--- src/vrt_pkg.sv ---
`default_nettype none

package vrt_pkg;

    // Longest record that the byte counter is sized for.
    localparam int MAX_RECORD_BYTES = 65536;

    // Byte position and every offset saturate at this value.
    localparam logic [15:0] POS_CEIL = (MAX_RECORD_BYTES - 1 < 65535) ?
        16'(MAX_RECORD_BYTES - 1) : 16'hFFFF;

    // Separator characters.
    localparam logic [7:0] TAB_CH   = 8'h09;
    localparam logic [7:0] SEMI_CH  = 8'h3B;
    localparam logic [7:0] COLON_CH = 8'h3A;

    // Field counts and the field numbers whose start offsets are recorded.
    localparam logic [15:0] FIELDS_NO_SAMPLES = 16'd8;
    localparam logic [15:0] FIELDS_FIXED      = 16'd9;
    localparam logic [15:0] FIELD_MAX         = 16'hFFFF;
    localparam logic [15:0] FLD_POS           = 16'd2;
    localparam logic [15:0] FLD_REF           = 16'd4;
    localparam logic [15:0] FLD_QUAL          = 16'd6;
    localparam logic [15:0] FLD_INFO          = 16'd8;
    localparam logic [15:0] FLD_FORMAT        = 16'd9;
    localparam logic [15:0] FLD_SAMPLE        = 16'd10;

    // Contents of the input register.
    typedef struct packed {
        logic       valid;
        logic [7:0] in_byte;
        logic       in_last;
    } vrt_stage_t;

    // One result item.
    typedef struct packed {
        logic [7:0]  out_byte;
        logic        out_last;
        logic [15:0] pos_offset;
        logic [15:0] allele_offset;
        logic [15:0] qual_offset;
        logic [15:0] info_offset;
        logic [15:0] format_offset;
        logic [15:0] sample_offset;
        logic [15:0] field_count;
        logic        count_error;
    } vrt_tok_t;

endpackage

`default_nettype wire

--- src/vrt_channels.sv ---
`default_nettype none

// Byte stream channel carrying one record character per transaction.
interface vrt_byte_if;
    logic       valid;
    logic       ready;
    logic [7:0] in_byte;
    logic       in_last;

    modport source (output valid, output in_byte, output in_last, input ready);
    modport sink   (input valid, input in_byte, input in_last, output ready);
endinterface

// Token channel carrying one result per transaction.
interface vrt_tok_if;
    logic        valid;
    logic        ready;
    logic [7:0]  out_byte;
    logic        out_last;
    logic [15:0] pos_offset;
    logic [15:0] allele_offset;
    logic [15:0] qual_offset;
    logic [15:0] info_offset;
    logic [15:0] format_offset;
    logic [15:0] sample_offset;
    logic [15:0] field_count;
    logic        count_error;

    modport source (
        output valid, output out_byte, output out_last,
        output pos_offset, output allele_offset, output qual_offset,
        output info_offset, output format_offset, output sample_offset,
        output field_count, output count_error,
        input  ready
    );
    modport sink (
        input  valid, input out_byte, input out_last,
        input  pos_offset, input allele_offset, input qual_offset,
        input  info_offset, input format_offset, input sample_offset,
        input  field_count, input count_error,
        output ready
    );
endinterface

`default_nettype wire

--- src/vrt_in_stage.sv ---
`default_nettype none

module vrt_in_stage (
    input  wire logic               clk,
    input  wire logic               rst_n,
    vrt_byte_if.sink                record,
    input  wire logic               advance,
    output vrt_pkg::vrt_stage_t     stage
);
    import vrt_pkg::*;

    logic       valid_reg;
    logic       valid_next;
    logic [7:0] byte_reg;
    logic       last_reg;

    // The register takes a new transaction when empty or when it drains this cycle.
    assign record.ready = !valid_reg || advance;

    always_comb
    begin
        valid_next = valid_reg;
        if (record.ready)
        begin
            valid_next = record.valid;
        end
        else if (advance)
        begin
            valid_next = 1'b0;
        end
    end

    always_ff @(posedge clk or negedge rst_n)
    begin
        if (!rst_n)
        begin
            valid_reg <= 1'b0;
        end
        else
        begin
            valid_reg <= valid_next;
        end
    end

    // Payload capture needs no reset.
    always_ff @(posedge clk)
    begin
        if (record.valid && record.ready)
        begin
            byte_reg <= record.in_byte;
            last_reg <= record.in_last;
        end
    end

    assign stage.valid   = valid_reg;
    assign stage.in_byte = byte_reg;
    assign stage.in_last = last_reg;

endmodule

`default_nettype wire

--- src/vrt_core.sv ---
`default_nettype none

module vrt_core (
    input  wire logic               clk,
    input  wire logic               rst_n,
    input  wire logic               advance,
    input  wire vrt_pkg::vrt_stage_t stage,
    input  wire logic [13:0]        sample_count,
    output vrt_pkg::vrt_tok_t       result
);
    import vrt_pkg::*;

    logic [15:0] byte_position_reg, byte_position_next;
    logic [15:0] fields_seen_reg,   fields_seen_next;
    logic [15:0] pos_start_reg,     pos_start_next;
    logic [15:0] allele_start_reg,  allele_start_next;
    logic [15:0] qual_start_reg,    qual_start_next;
    logic [15:0] info_start_reg,    info_start_next;
    logic [15:0] format_start_reg,  format_start_next;
    logic [15:0] sample_start_reg,  sample_start_next;

    logic        have_samples;
    logic        tab_split;
    logic [15:0] offset;
    logic [15:0] k_inc;
    logic [15:0] upd_fields;
    logic [15:0] upd_pos;
    logic [15:0] upd_allele;
    logic [15:0] upd_qual;
    logic [15:0] upd_info;
    logic [15:0] upd_format;
    logic [15:0] upd_sample;
    logic [15:0] expected;
    logic        sep_zero;

    assign have_samples = (sample_count != 14'd0);
    assign tab_split    = (stage.in_byte == TAB_CH) &&
                          (have_samples || (fields_seen_reg < FIELDS_NO_SAMPLES));
    assign offset       = (byte_position_reg < POS_CEIL) ?
                          (byte_position_reg + 16'd1) : POS_CEIL;
    assign k_inc        = (fields_seen_reg != FIELD_MAX) ?
                          (fields_seen_reg + 16'd1) : fields_seen_reg;
    assign expected     = have_samples ? (FIELDS_FIXED + {2'b00, sample_count}) :
                          FIELDS_NO_SAMPLES;

    // Tab split: count the field and record the start offset of a tracked field.
    always_comb
    begin
        upd_fields = fields_seen_reg;
        upd_pos    = pos_start_reg;
        upd_allele = allele_start_reg;
        upd_qual   = qual_start_reg;
        upd_info   = info_start_reg;
        upd_format = format_start_reg;
        upd_sample = sample_start_reg;
        if (tab_split)
        begin
            upd_fields = k_inc;
            case (k_inc)
                FLD_POS:    upd_pos    = offset;
                FLD_REF:    upd_allele = offset;
                FLD_QUAL:   upd_qual   = offset;
                FLD_INFO:   upd_info   = offset;
                FLD_FORMAT:
                begin
                    if (have_samples)
                    begin
                        upd_format = offset;
                    end
                end
                FLD_SAMPLE:
                begin
                    if (have_samples)
                    begin
                        upd_sample = offset;
                    end
                end
                default:    upd_fields = k_inc;
            endcase
        end
    end

    // Split tabs, INFO semicolons (or late ones without samples), FORMAT colons.
    always_comb
    begin
        sep_zero = tab_split;
        if (stage.in_byte == SEMI_CH)
        begin
            sep_zero = (!have_samples && (fields_seen_reg >= FIELDS_NO_SAMPLES)) ||
                       (have_samples && (fields_seen_reg == FIELDS_NO_SAMPLES));
        end
        else if (stage.in_byte == COLON_CH)
        begin
            sep_zero = have_samples && (fields_seen_reg == FIELDS_FIXED);
        end
    end

    // Result item; the summary fields appear only on the final byte.
    always_comb
    begin
        result          = '0;
        result.out_byte = sep_zero ? 8'h00 : stage.in_byte;
        result.out_last = stage.in_last;
        if (stage.in_last)
        begin
            result.pos_offset    = upd_pos;
            result.allele_offset = upd_allele;
            result.qual_offset   = upd_qual;
            result.info_offset   = upd_info;
            result.format_offset = have_samples ? upd_format : 16'd0;
            result.sample_offset = have_samples ? upd_sample : 16'd0;
            result.field_count   = upd_fields;
            result.count_error   = (upd_fields != expected);
        end
    end

    // Record state rearms after the final byte.
    always_comb
    begin
        if (stage.in_last)
        begin
            byte_position_next = 16'd0;
            fields_seen_next   = 16'd1;
            pos_start_next     = 16'd0;
            allele_start_next  = 16'd0;
            qual_start_next    = 16'd0;
            info_start_next    = 16'd0;
            format_start_next  = 16'd0;
            sample_start_next  = 16'd0;
        end
        else
        begin
            byte_position_next = (byte_position_reg < POS_CEIL) ?
                                 (byte_position_reg + 16'd1) : byte_position_reg;
            fields_seen_next   = upd_fields;
            pos_start_next     = upd_pos;
            allele_start_next  = upd_allele;
            qual_start_next    = upd_qual;
            info_start_next    = upd_info;
            format_start_next  = upd_format;
            sample_start_next  = upd_sample;
        end
    end

    always_ff @(posedge clk or negedge rst_n)
    begin
        if (!rst_n)
        begin
            byte_position_reg <= 16'd0;
            fields_seen_reg   <= 16'd1;
            pos_start_reg     <= 16'd0;
            allele_start_reg  <= 16'd0;
            qual_start_reg    <= 16'd0;
            info_start_reg    <= 16'd0;
            format_start_reg  <= 16'd0;
            sample_start_reg  <= 16'd0;
        end
        else if (advance)
        begin
            byte_position_reg <= byte_position_next;
            fields_seen_reg   <= fields_seen_next;
            pos_start_reg     <= pos_start_next;
            allele_start_reg  <= allele_start_next;
            qual_start_reg    <= qual_start_next;
            info_start_reg    <= info_start_next;
            format_start_reg  <= format_start_next;
            sample_start_reg  <= sample_start_next;
        end
    end

`ifndef SYNTHESIS
    // A final byte rearms the record counters.
    a_rearm: assert property (@(posedge clk) disable iff (!rst_n)
        advance && stage.in_last |=> (fields_seen_reg == 16'd1) &&
                                      (byte_position_reg == 16'd0))
        else $error("record state not cleared after final byte");

    // The byte counter steps by one per non-final byte until it saturates.
    a_count: assert property (@(posedge clk) disable iff (!rst_n)
        advance && !stage.in_last && (byte_position_reg != POS_CEIL)
        |=> byte_position_reg == $past(byte_position_reg) + 16'd1)
        else $error("byte position did not advance");

    // Record state changes only when a byte is processed.
    a_hold: assert property (@(posedge clk) disable iff (!rst_n)
        !advance |=> $stable(fields_seen_reg) && $stable(byte_position_reg))
        else $error("record state changed without a byte");

    // The field count never drops below one.
    a_fields: assert property (@(posedge clk) disable iff (!rst_n)
        advance |=> fields_seen_reg != 16'd0)
        else $error("field count reached zero");
`endif

endmodule

`default_nettype wire

--- src/vrt_out_stage.sv ---
`default_nettype none

module vrt_out_stage (
    input  wire logic               clk,
    input  wire logic               rst_n,
    input  wire logic               advance,
    input  wire vrt_pkg::vrt_tok_t  result,
    output logic                    can_load,
    vrt_tok_if.source               token
);
    import vrt_pkg::*;

    logic     valid_reg;
    logic     valid_next;
    vrt_tok_t data_reg;

    // The result register is free when empty or when its transaction completes now.
    assign can_load = !valid_reg || token.ready;

    always_comb
    begin
        valid_next = valid_reg;
        if (advance)
        begin
            valid_next = 1'b1;
        end
        else if (token.ready)
        begin
            valid_next = 1'b0;
        end
    end

    always_ff @(posedge clk or negedge rst_n)
    begin
        if (!rst_n)
        begin
            valid_reg <= 1'b0;
        end
        else
        begin
            valid_reg <= valid_next;
        end
    end

    always_ff @(posedge clk)
    begin
        if (advance)
        begin
            data_reg <= result;
        end
    end

    assign token.valid         = valid_reg;
    assign token.out_byte      = data_reg.out_byte;
    assign token.out_last      = data_reg.out_last;
    assign token.pos_offset    = data_reg.pos_offset;
    assign token.allele_offset = data_reg.allele_offset;
    assign token.qual_offset   = data_reg.qual_offset;
    assign token.info_offset   = data_reg.info_offset;
    assign token.format_offset = data_reg.format_offset;
    assign token.sample_offset = data_reg.sample_offset;
    assign token.field_count   = data_reg.field_count;
    assign token.count_error   = data_reg.count_error;

endmodule

`default_nettype wire

--- src/vcf_record_tokenizer_top.sv ---
`default_nettype none

// VCF record tokenizer. Takes one record character per transaction on the record channel
// and returns one token transaction per character, with separators replaced by zero and
// the field offsets, field count and count error attached to the final byte. The block
// sustains one byte per clock cycle while the token channel is ready. A byte passes the
// input register, then the result register; the field counter and byte counter update
// with it, which sets that rate. Write sample_count only while no record is in flight.
module vcf_record_tokenizer_top (
    input  wire logic        clk,
    input  wire logic        rst_n,
    input  wire logic        cfg_wr_en,
    input  wire logic [13:0] cfg_wr_data,
    vrt_byte_if.sink         record,
    vrt_tok_if.source        token
);
    import vrt_pkg::*;

    logic [13:0] sample_count_reg;
    vrt_stage_t  stage;
    vrt_tok_t    result;
    logic        can_load;
    logic        advance;

    // Sample count configuration register.
    always_ff @(posedge clk or negedge rst_n)
    begin
        if (!rst_n)
        begin
            sample_count_reg <= 14'd0;
        end
        else if (cfg_wr_en)
        begin
            sample_count_reg <= cfg_wr_data;
        end
    end

    // A byte moves into the result register when the register can take it.
    assign advance = stage.valid && can_load;

    vrt_in_stage u_in_stage (
        .clk     (clk),
        .rst_n   (rst_n),
        .record  (record),
        .advance (advance),
        .stage   (stage)
    );

    vrt_core u_core (
        .clk          (clk),
        .rst_n        (rst_n),
        .advance      (advance),
        .stage        (stage),
        .sample_count (sample_count_reg),
        .result       (result)
    );

    vrt_out_stage u_out_stage (
        .clk      (clk),
        .rst_n    (rst_n),
        .advance  (advance),
        .result   (result),
        .can_load (can_load),
        .token    (token)
    );

endmodule

`default_nettype wire

--- src/flat_wrapper.sv ---
// flat-port wrapper written by rule: the top's interface ports become plain ports
module vcf_record_tokenizer_top_flat import vrt_pkg::*;
  (clk, rst_n, cfg_wr_en, cfg_wr_data, record_valid, record_in_byte, record_in_last, record_ready, token_valid, token_out_byte, token_out_last, token_pos_offset, token_allele_offset, token_qual_offset, token_info_offset, token_format_offset, token_sample_offset, token_field_count, token_count_error, token_ready);
  vrt_byte_if record_i ();
  vrt_tok_if token_i ();
  input  wire logic clk;
  input  wire logic rst_n;
  input  wire logic cfg_wr_en;
  input  wire logic [13:0] cfg_wr_data;
  input wire logic [$bits(record_i.valid)-1:0] record_valid;
  input wire logic [$bits(record_i.in_byte)-1:0] record_in_byte;
  input wire logic [$bits(record_i.in_last)-1:0] record_in_last;
  output wire logic [$bits(record_i.ready)-1:0] record_ready;
  output wire logic [$bits(token_i.valid)-1:0] token_valid;
  output wire logic [$bits(token_i.out_byte)-1:0] token_out_byte;
  output wire logic [$bits(token_i.out_last)-1:0] token_out_last;
  output wire logic [$bits(token_i.pos_offset)-1:0] token_pos_offset;
  output wire logic [$bits(token_i.allele_offset)-1:0] token_allele_offset;
  output wire logic [$bits(token_i.qual_offset)-1:0] token_qual_offset;
  output wire logic [$bits(token_i.info_offset)-1:0] token_info_offset;
  output wire logic [$bits(token_i.format_offset)-1:0] token_format_offset;
  output wire logic [$bits(token_i.sample_offset)-1:0] token_sample_offset;
  output wire logic [$bits(token_i.field_count)-1:0] token_field_count;
  output wire logic [$bits(token_i.count_error)-1:0] token_count_error;
  input wire logic [$bits(token_i.ready)-1:0] token_ready;
  assign record_i.valid = record_valid;
  assign record_i.in_byte = record_in_byte;
  assign record_i.in_last = record_in_last;
  assign record_ready = record_i.ready;
  assign token_valid = token_i.valid;
  assign token_out_byte = token_i.out_byte;
  assign token_out_last = token_i.out_last;
  assign token_pos_offset = token_i.pos_offset;
  assign token_allele_offset = token_i.allele_offset;
  assign token_qual_offset = token_i.qual_offset;
  assign token_info_offset = token_i.info_offset;
  assign token_format_offset = token_i.format_offset;
  assign token_sample_offset = token_i.sample_offset;
  assign token_field_count = token_i.field_count;
  assign token_count_error = token_i.count_error;
  assign token_i.ready = token_ready;
  vcf_record_tokenizer_top u_core (.clk(clk), .rst_n(rst_n), .cfg_wr_en(cfg_wr_en), .cfg_wr_data(cfg_wr_data), .record(record_i), .token(token_i));
endmodule
--- config.mk ---
export PLATFORM = sky130hd
export DESIGN_NAME = vcf_record_tokenizer_top_flat
export DESIGN_NICKNAME = d
export VERILOG_FILES = /design/src/vrt_pkg.sv /design/src/vrt_channels.sv /design/src/vrt_in_stage.sv /design/src/vrt_core.sv /design/src/vrt_out_stage.sv /design/src/vcf_record_tokenizer_top.sv /design/src/flat_wrapper.sv
export SDC_FILE = /design/constraint.sdc
export NUM_CORES = 1
export LEC_CHECK = 0
export BUFFER_PORTS_ARGS = -buffer_cell sky130_fd_sc_hd__clkbuf_2
export CAP_MARGIN = 10
export CORE_UTILIZATION = 35
export DETAILED_ROUTE_END_ITERATION = 12
export GPL_TIMING_DRIVEN = 0
export SKIP_CTS_REPAIR_TIMING = 1
export SLEW_MARGIN = 20
export SYNTH_ARGS = -nofsm -noshare
export SYNTH_HDL_FRONTEND = slang
export SYNTH_SLANG_ARGS = --single-unit
--- constraint.sdc ---
create_clock -name clk -period 10.7 [get_ports clk]
set_input_delay 1.605 -clock clk [delete_from_list [all_inputs] [get_ports clk]]
set_output_delay 1.605 -clock clk [all_outputs]
set_load 0.01 [all_outputs]
Word-level counts from Yosys, hierarchy flattened
Cells that the tools add are included.

word-level totals
  register bits after elaboration = 275
  logic and storage cells = 94

operators by class
  magnitude comparators = 3
  muxes and demuxes = 33
  add/subtract/negate cells = 3
  equal/unequal tests = 13
  reductions and logical operators = 19

operators by type and width
  kind                     number
  $mux W16                 26
  $eq A16 B4 Y1 const B    5
  $add A16 B1 Y16 const B  2
  $eq A16 B3 Y1 const B    2
  $eq A16 B2 Y1 const B    1
  $eq A8 B6 Y1 const B     2
  $ge A16 B4 Y1 const B    1
  $lt A16 B16 Y1 const B   1
  $lt A16 B4 Y1 const B    1
  $ne A16 B15 Y1           1
  $ne A16 B16 Y1 const B   1
  $add A4 B14 Y15 const A  1
  $mux W15                 1
  $reduce_bool A14 Y1      1
  $eq A8 B4 Y1 const B     1
  $logic_and A1 B1 Y1      6
  $mux W1                  6
  $reduce_bool A2 Y1       3
  $logic_or A1 B1 Y1       4
  $reduce_and A2 Y1        2
  $logic_not A1 Y1         3

Depth between registers and ports, before layout
Gate-level depths: netlist of run 1.

  depth in word-level cells = 6
  mapped depth = 13
  mapped depth without buffers = 10

By module
From an unflattened synthesis of run 1, not the netlist that was laid out.

second synthesis, totals
  cell total of the unflattened synthesis = 1,340
  area total of the unflattened synthesis = 13,882.1 um^2

by module, submodules not included
  module                    area each (um^2)  times used  cells an instance
  vrt_core                  9,306.4           1           1,170
  vrt_out_stage             3,711.1           1           125
  vcf_record_tokenizer_top  525.5             1           30
  vrt_in_stage              339.1             1           15

Worst setup path after synthesis of run 1
OpenSTA, ideal clock, no wires.

  path kind = input-to-reg
  start point = in token_ready
  end point = reg u_core.u_core.fields_seen_reg[11]
  path slack = 4,522 ps
  buffers on the path = 1
  stages on the path = 7
  library setup time = 130 ps
  arrival = 6,048 ps
  cell sequence = nand2b_1 -> nand2_1 -> clkinv_1 -> clkbuf_1 -> o21ai_0 -> nand2_1 -> o21ai_0

on the way
  word-level cells in the longest chain between the ends = 2

ends and longest elaborated chain
  item                  RTL line                        source
  start, declared       flat_wrapper.sv:25              input wire logic [$bits(token_i.ready)-1:0] token_ready;
  $logic_or A1 B1 Y1    vrt_out_stage.sv:18             assign can_load = !valid_reg || token.ready;
  $logic_and A1 B1 Y1   vcf_record_tokenizer_top.sv:39  assign advance = stage.valid && can_load;
  net u_core.advance    vcf_record_tokenizer_top.sv:23  logic advance;
  end signal, assigned  vrt_core.sv:161                 fields_seen_reg <= fields_seen_next;
  end, declared         vrt_core.sv:14                  logic [15:0] fields_seen_reg, fields_seen_next;

The timed path passes the listed nets, and every way through them passes these cells.
A chain may end at the register's enable or synchronous reset.

Worst setup path in the final report of run 1
  start point = reg u_core.u_core.fields_seen_reg[0]
  end point = reg u_core.u_out_stage.data_reg (netlist bit u_core.u_out_stage.token.pos_offset[2]) (data pin)

on the way
  word-level cells in the longest chain between the ends = 5
  elaborated cells on any way between the ends = 9

ends and longest elaborated chain
  item                                               RTL line                        source
  $add A16 B1 Y16 or $ne A16 B16 Y1 (tied branches)  vrt_core.sv:42, vrt_core.sv:41
  $mux W16                                           vrt_core.sv:41                  assign k_inc = (fields_seen_reg != FIELD_MAX) ?
  $eq A16 B2 Y1                                      vrt_core.sv:59                  case (k_inc)
  $mux W16                                           vrt_core.sv:59
  $mux W16 *                                         vrt_core.sv:56                  if (tab_split)
  end signal, assigned                               vrt_out_stage.sv:49             data_reg <= result;
  end, declared                                      vrt_out_stage.sv:15             vrt_tok_t data_reg;

Mark *: on every way between the ends. The rest lies on a longest branch, timed or not.

==> results.sh, run 1 <==
export IMPL_fp_dieH_um=197.4
export IMPL_synth_xor_area_share=0.03472
export IMPL_dr_total_vias=10560
export IMPL_start_util=0.3549
export IMPL_synthAdderAreaFrac=0.005615
export IMPL_criticalPathCategory="reg -> reg"
export IMPL_async_reset_ff_frac=0.5236
export IMPL_finalSetupViolations=0
export IMPL_slew_headroom=0.4112
export IMPL_vias_per_cell=5.294
export IMPL_fin_crit_ns=4.282
export IMPL_synth_top_area_frac=0.2942
export IMPL_synth_distinct_cells=68
export IMPL_cts_root_buf="clkbuf_16"
export IMPL_syn_area_per_cell_um2=10.48
export IMPL_path_max_fanout=10
export IMPL_finalCritPeriodShare=0.4002
export IMPL_nets=1494
export IMPL_htreeDepth=1
export IMPL_fin_area_um2=15810
export IMPL_syn_cell_area_um2=13370
export IMPL_dieArea_um2=38980
export IMPL_hp_class="reg -> reg"
export IMPL_setup_ws_ns=6.418
export IMPL_status="complete, no violations"
export IMPL_tightest_slew_ns=0.8740
export IMPL_io_buffer_count=150
export IMPL_synth_top_area_cell="edfxtp_1"
export IMPL_rsz0062_at_grt="no"
export IMPL_grt_total_usage=0.1938
export IMPL_cts_max_path_buffers=3
export IMPL_p_leak_nw=6.440
export IMPL_yosys_area_share_simple=0.1788
export IMPL_dr_pass1_iters=5
export IMPL_dp_slack_ns=6.508
export IMPL_dp_final_hpwl_um=26900
export IMPL_syn2layout_area_growth_pct=18.26
export IMPL_slowest_stage="nor4_2"
export IMPL_grt_pass1_wl_um=59170
export IMPL_end_kind="flip-flop"
export IMPL_diodes=0
export IMPL_antenna_found_initial=0
export IMPL_cts_sinks=275
export IMPL_fin_skew_ns=0.01211
export IMPL_placed_cell_area_um2=14850
export IMPL_cp_required_ns=11.03
export IMPL_clk_pin_slew_worst_paths_ns=0.06
export IMPL_cts_buffers=29
export IMPL_ys_seq_area_frac=0.5639
export IMPL_drive_above_1_share=0.1814
export IMPL_synth_cells=1276
export IMPL_max_freq_mhz=233.5
export IMPL_maxCapViolCount=0
export IMPL_start_kind="flip-flop"
export IMPL_first_iter_violations=852
export IMPL_place_congestion=0.8986
export IMPL_die_w_um=197.4
export IMPL_synth_top_flop_cell="dfrtp_1"
export IMPL_row_count=71
export IMPL_finalHoldViolations=0
export IMPL_crit_family="simple AND/OR/NAND/NOR gates"
export IMPL_post_route_drc_count=0
export IMPL_grt_pass1_vias=10210
export IMPL_synth_warnings=0
export IMPL_cts_tree="built"
export IMPL_core_area_um2=37670
export IMPL_power_density_nw_per_um2=163.4
export IMPL_synth_compound_area_share=0.1356
export IMPL_tns_ns=0
export IMPL_detail_route_antenna_nets=0
export IMPL_cp_arrival_ns=4.61
export IMPL_crit_buf_inv=2
export IMPL_syn_nets=1310
export IMPL_grt_max_degree=74
export IMPL_overflow=0
export IMPL_ir_drop_mv=0.1182
export IMPL_routed_wl_um=37390
export IMPL_pin_count=152
export IMPL_yosys_register_bits=275
export IMPL_synth_edf_count=131
export IMPL_synth_area_leaders="edfxtp_1 29%, dfrtp_1 27%, nand2_1 6.2%"
export IMPL_slowest_delay_ns=0.75
export IMPL_path_cells="ha_1 > nand4_2 > nor4_2 > o22ai_1 > a21oi_1 > nor2_1 > nand3_1 > clkbuf_1 > clkbuf_1 > nand2_1 > a21oi_1"
export IMPL_synthMuxAreaShare=0.04258
export IMPL_synth_top_family_by_area="simple AND/OR/NAND/NOR gates"
export IMPL_post_drt_wl_per_cell_um=18.75
export IMPL_clkLatencyLatePin_ns=0.58
export IMPL_drv_slew=0
## stage by stage
step / power [W] / util / hold slack [ns] / std cells
floorplan: 0.001453 / - / 0.4244 / 1276
global placement: 0.001574 / 0.3918 / 0.4748 / 1937
detailed placement: 0.001579 / 0.3942 / 0.4759 / 1940
CTS: 0.002604 / 0.4197 / 0.4893 / 1994
global route: 0.002687 / 0.4197 / 0.5102 / 1994
finish: 0.002583 / 0.4197 / 0.4874 / 1994
## per-layer routing
layer	up-vias	track usage	share of wire
li1	4949	-	-
met2	344	0.3073	0.46
met4	0	0.06575	0.030
met5	-	0	0
met3	74	0.02168	0.055
met1	5189	0.2747	0.46
## placed cells by master (no fill, tap or decap), types with 4 or more instances in the layout
cell / count
a22o_1: 70
clkinv_2: 4
clkbuf_1: 74
inv_1: 10
buf_2: 28
xnor2_1: 38
or3_1: 6
a21oi_1: 86
nor3b_1: 5
mux2i_1: 40
nand3_1: 63
clkinvlp_4: 5
a31oi_1: 5
nor3_1: 19
dfrtp_1: 143
ha_1: 6
clkbuf_2: 149
mux2_2: 15
nor2_1: 84
and2_1: 14
nand2_1: 222
o211ai_1: 14
nand2b_1: 8
o31ai_1: 4
nand4_1: 16
xor2_1: 15
a221o_1: 7
o21ai_0: 53
a21o_1: 7
and3_1: 25
buf_4: 4
clkbuf_16: 29
nor4_2: 4
buf_6: 4
and4_1: 6
edfxtp_1: 131
nor4_1: 7
## worst register-to-register path, cell delays in order (launching register included)
cell	delay (ns)
dfstp_2	0.61
ha_1	0.26
nand4_2	0.26
nor4_2	0.75
o22ai_1	0.22
a21oi_1	0.30
nor2_1	0.12
nand3_1	0.19
clkbuf_1	0.41
clkbuf_1	0.43
nand2_1	0.10
a21oi_1	0.36
## cells in the mapped netlist (3+ instances only)
cell	n
nand2_1	222
dfrtp_1	143
edfxtp_1	131
a21oi_1	86
nor2_1	84
a22o_1	70
clkbuf_1	67
nand3_1	63
o21ai_0	53
mux2i_1	40
xnor2_1	38
buf_2	28
and3_1	25
nor3_1	19
nand4_1	16
mux2_2	15
xor2_1	15
and2_1	14
o211ai_1	14
inv_1	10
nand2b_1	8
a21o_1	7
a221o_1	7
nor4_1	7
and4_1	6
ha_1	6
or3_1	6
a31oi_1	5
nor3b_1	5
buf_4	4
buf_6	4
nor4_2	4
o31ai_1	4
nand3b_1	3
o21a_1	3
o21ai_1	3
o22ai_1	3
## cell families (layout without fill, tap and decap cells)
family / count (synthesis) / count (layout)
compound gates: 272 / 272
xor+xnor: 53 / 53
fa+ha+maj: 6 / 6
buf+inv: 117 / 324
flops: 275 / 275
mux: 55 / 55
simple gates: 498 / 498
## path summary, 6_finish.rpt
| kind | startpoint | depth (start not counted) | endpoint | slack, ns |
|---|---|---|---|---|
| worst max-delay path | u_core.u_core.fields_seen_reg[0] | 11 | u_core.u_out_stage.token.pos_offset[2] | 6.42 |
| worst min-delay path | u_core.u_in_stage.valid_reg | 1 | u_core.u_out_stage.token.valid | 0.49 |
| worst max register to register | u_core.u_core.fields_seen_reg[0] | 11 | u_core.u_out_stage.token.pos_offset[2] | 6.42 |
| worst min register to register | u_core.u_in_stage.valid_reg | 1 | u_core.u_out_stage.token.valid | 0.49 |
| max in group asynchronous | rst_n | 2 | u_core.u_core.sample_start_reg[9] | 8.85 |
| min in group asynchronous | rst_n | 1 | u_core.sample_count_reg[6] | 1.04 |
## power breakdown
part	internal, W	switching [W]	leakage [nW]
Combinational	0.000108	0.000204	2.75
Clock	0.000590	0.000434	0.455
Sequential	0.00120	0.0000492	3.24
Total	0.00190	0.000687	6.44
## cell type report
type	instances	area, µm²
Multi-Input combinational cell	884	5311
Inverter	12	45.04
Clock buffer	39	783.3
Fill cell	3613	21860
Tap cell	511	639.4
Clock inverter	15	180.2
Sequential cell	275	7538
Timing Repair Buffer	153	834.6
Buffer	105	478.0
(Power assumes the default switching activity.)
==> run 2, diff against run 1 <==
==> constraint.sdc (replaced) <==
create_clock -name clk -period 4.4 [get_ports clk]
set_input_delay 0.66 -clock clk [delete_from_list [all_inputs] [get_ports clk]]
set_output_delay 0.66 -clock clk [all_outputs]
set_load 0.01 [all_outputs]
==> run 2 against run 1 <==
Net effect: sequential cell count stayed put; non-clock buffer count is 1 lower; critical path type unchanged; global-route usage is 0.19 points lower; setup slack worse by 6.2 ns; total power is 140% higher; highest routed layer unchanged; fmax is 1.6% higher; clock skew is 0.010 ns higher; design area is 0.10% lower.
==> results.sh, run 2 (synthesized netlist as in run 1, its figures left out) <==
export IMPL_max_freq_mhz=237.2
export IMPL_criticalPathCategory="reg -> reg"
export IMPL_rsz0062_at_grt="no"
export IMPL_swShare=0.2651
export IMPL_combPwrFrac=0.122
export IMPL_detail_route_antenna_nets=0
export IMPL_p_leak_nw=6.466
export IMPL_grt_max_degree=86
export IMPL_tns_ns=0
export IMPL_cts_buffers=29
export IMPL_mostFrequentLayoutCells="222 x nand2_1, 149 x clkbuf_2, 143 x dfrtp_1"
export IMPL_seq_power_share=0.485
export IMPL_dieArea_um2=38980
export IMPL_p_int_w=0.004591
export IMPL_diodes=0
export IMPL_final_common_cell="nand2_1"
export IMPL_cts_max_path_buffers=3
export IMPL_power_density_nw_per_um2=395.5
export IMPL_cts_root_buf="clkbuf_16"
export IMPL_core_area_um2=37670
export IMPL_path_cells="ha_1 > nand4_2 > nor4_1 > mux2i_1 > nand3_1 > nor2_2 > nand3_1 > clkbuf_1 > clkbuf_1 > nand2_1 > a21oi_1"
export IMPL_fp_dieH_um=197.4
export IMPL_setup_ws_ns=0.1847
export IMPL_end_kind="flip-flop"
export IMPL_post_route_drc_count=0
export IMPL_antenna_found_initial=0
export IMPL_slowest_delay_ns=0.61
export IMPL_grt_pass1_wl_um=58710
export IMPL_nets=1493
export IMPL_clk_pin_slew_worst_paths_ns=0.06
export IMPL_fin_crit_ns=4.215
export IMPL_htreeDepth=1
export IMPL_cts_tree="built"
export IMPL_first_iter_violations=838
export IMPL_finalCritPeriodShare=0.9580
export IMPL_slowest_stage="dfstp_2"
export IMPL_grt_total_usage=0.1919
export IMPL_dp_final_hpwl_um=26760
export IMPL_finalHoldViolations=0
export IMPL_status="complete, no violations"
export IMPL_dr_pass1_iters=5
export IMPL_post_drt_wl_per_cell_um=18.73
export IMPL_syn2layout_area_growth_pct=18.14
export IMPL_cts_sinks=275
export IMPL_cp_arrival_ns=4.47
export IMPL_pin_count=152
export IMPL_ir_drop_mv=0.3244
export IMPL_slew_headroom=0.3871
export IMPL_path_max_fanout=10
export IMPL_clkLatencyLatePin_ns=0.57
export IMPL_tightest_slew_ns=0.9097
export IMPL_start_kind="flip-flop"
export IMPL_die_w_um=197.4
export IMPL_routed_wl_um=37330
export IMPL_start_util=0.3549
export IMPL_placed_cell_area_um2=14830
export IMPL_fin_skew_ns=0.02232
export IMPL_grt_pass1_vias=10220
export IMPL_hp_class="in -> async"
export IMPL_dr_total_vias=10520
export IMPL_dp_slack_ns=0.2367
export IMPL_fin_area_um2=15790
export IMPL_overflow=0
export IMPL_maxCapViolCount=0
export IMPL_switchingPower_w=0.001656
export IMPL_finalSetupViolations=0
export IMPL_io_buffer_count=150
export IMPL_drive_above_1_share=0.1822
export IMPL_p_clk_frac=0.393
export IMPL_row_count=71
export IMPL_drv_slew=0
export IMPL_cp_required_ns=4.66
export IMPL_vias_per_cell=5.276
export IMPL_place_congestion=0.8928
-- run 2: changes by cell type in the layout (fill, tap and decap cells not counted) --
cell        delta
clkinvlp_4     -4
nor2_1         -1
nor4_4         +1
inv_4          +3
clkbuf_1       -1
buf_12         -1
nor4_2         -1
nor2_2         +1
clkbuf_4       -1
clkinv_2       +3
-- run 2: worst max-delay path: cells and delay by family (launching register included) --
family | cells | cell delay, ns
AO/OA/AOI/OAI | 1 | 0.15
adder cells (fa/ha/maj) | 1 | 0.26
AND/OR/NAND/NOR | 6 | 1.69
multiplexers | 1 | 0.59
buffers and inverters | 2 | 0.60
flip-flops | 1 | 0.61
-- run 2: final timing paths --
| kind | endpoint | slack [ns] | depth (start not counted) | startpoint |
|---|---|---|---|---|
| hold / removal | u_core.sample_count_reg[6] | 0.08 | 1 | rst_n |
| hold reg to reg | u_core.u_out_stage.token.valid | 0.50 | 1 | u_core.u_in_stage.valid_reg |
| setup / recovery | u_core.u_out_stage.token.pos_offset[2] | 0.18 | 11 | u_core.u_core.fields_seen_reg[0] |
| setup reg to reg | u_core.u_out_stage.token.pos_offset[2] | 0.18 | 11 | u_core.u_core.fields_seen_reg[0] |
| min in group clk | u_core.u_in_stage.byte_reg[3] | 0.26 | 1 | record_in_byte[3] |
| max in group asynchronous | u_core.u_core.info_start_reg[8] | 3.45 | 2 | rst_n |
-- run 2: layout make-up --
| class | count | area (µm²) |
|---|---|---|
| timing repair buffer | 152 | 814.5 |
| clock buffer | 37 | 765.7 |
| inverter | 12 | 45.04 |
| multi-input combinational | 884 | 5323 |
| sequential | 275 | 7538 |
| clock inverter | 17 | 183.9 |
| fill | 3682 | 21870 |
| buffer | 105 | 484.2 |
| tap | 511 | 639.4 |
-- run 2: power groups by stage --
stage / clock network (W) / logic (W) / registers [W]
after floorplan: 0 / 0.000420 / 0.00311
after global placement: 0 / 0.000733 / 0.00308
after detailed placement: 0 / 0.000757 / 0.00308
after CTS: 0.00251 / 0.000763 / 0.00303
after global routing: 0.00260 / 0.000845 / 0.00306
final: 0.00246 / 0.000760 / 0.00303
-- run 2: per-layer routing --
layer / routed length [µm] / GRT usage / vias to the layer above
met1: 16920 / 0.2705 / 5181
met2: 17440 / 0.3065 / 325
li1: - / - / 4953
met4: 922 / 0.05886 / 0
met3: 2047 / 0.02459 / 57
met5: 0 / 0 / -
-- run 2: stage by stage --
stage	utilization	std cells	hold WS [ns]	power [W]
6_report	0.4193	1993	0.07883	0.006247
5_1_grt	0.4193	1993	0.1068	0.006502
4_1_cts	0.4190	1993	0.09435	0.006306
3_5_place_dp	0.3938	1939	0.4766	0.003839
3_3_place_gp	0.3919	1937	0.4673	0.003817
2_1_floorplan	-	1276	0.3644	0.003526
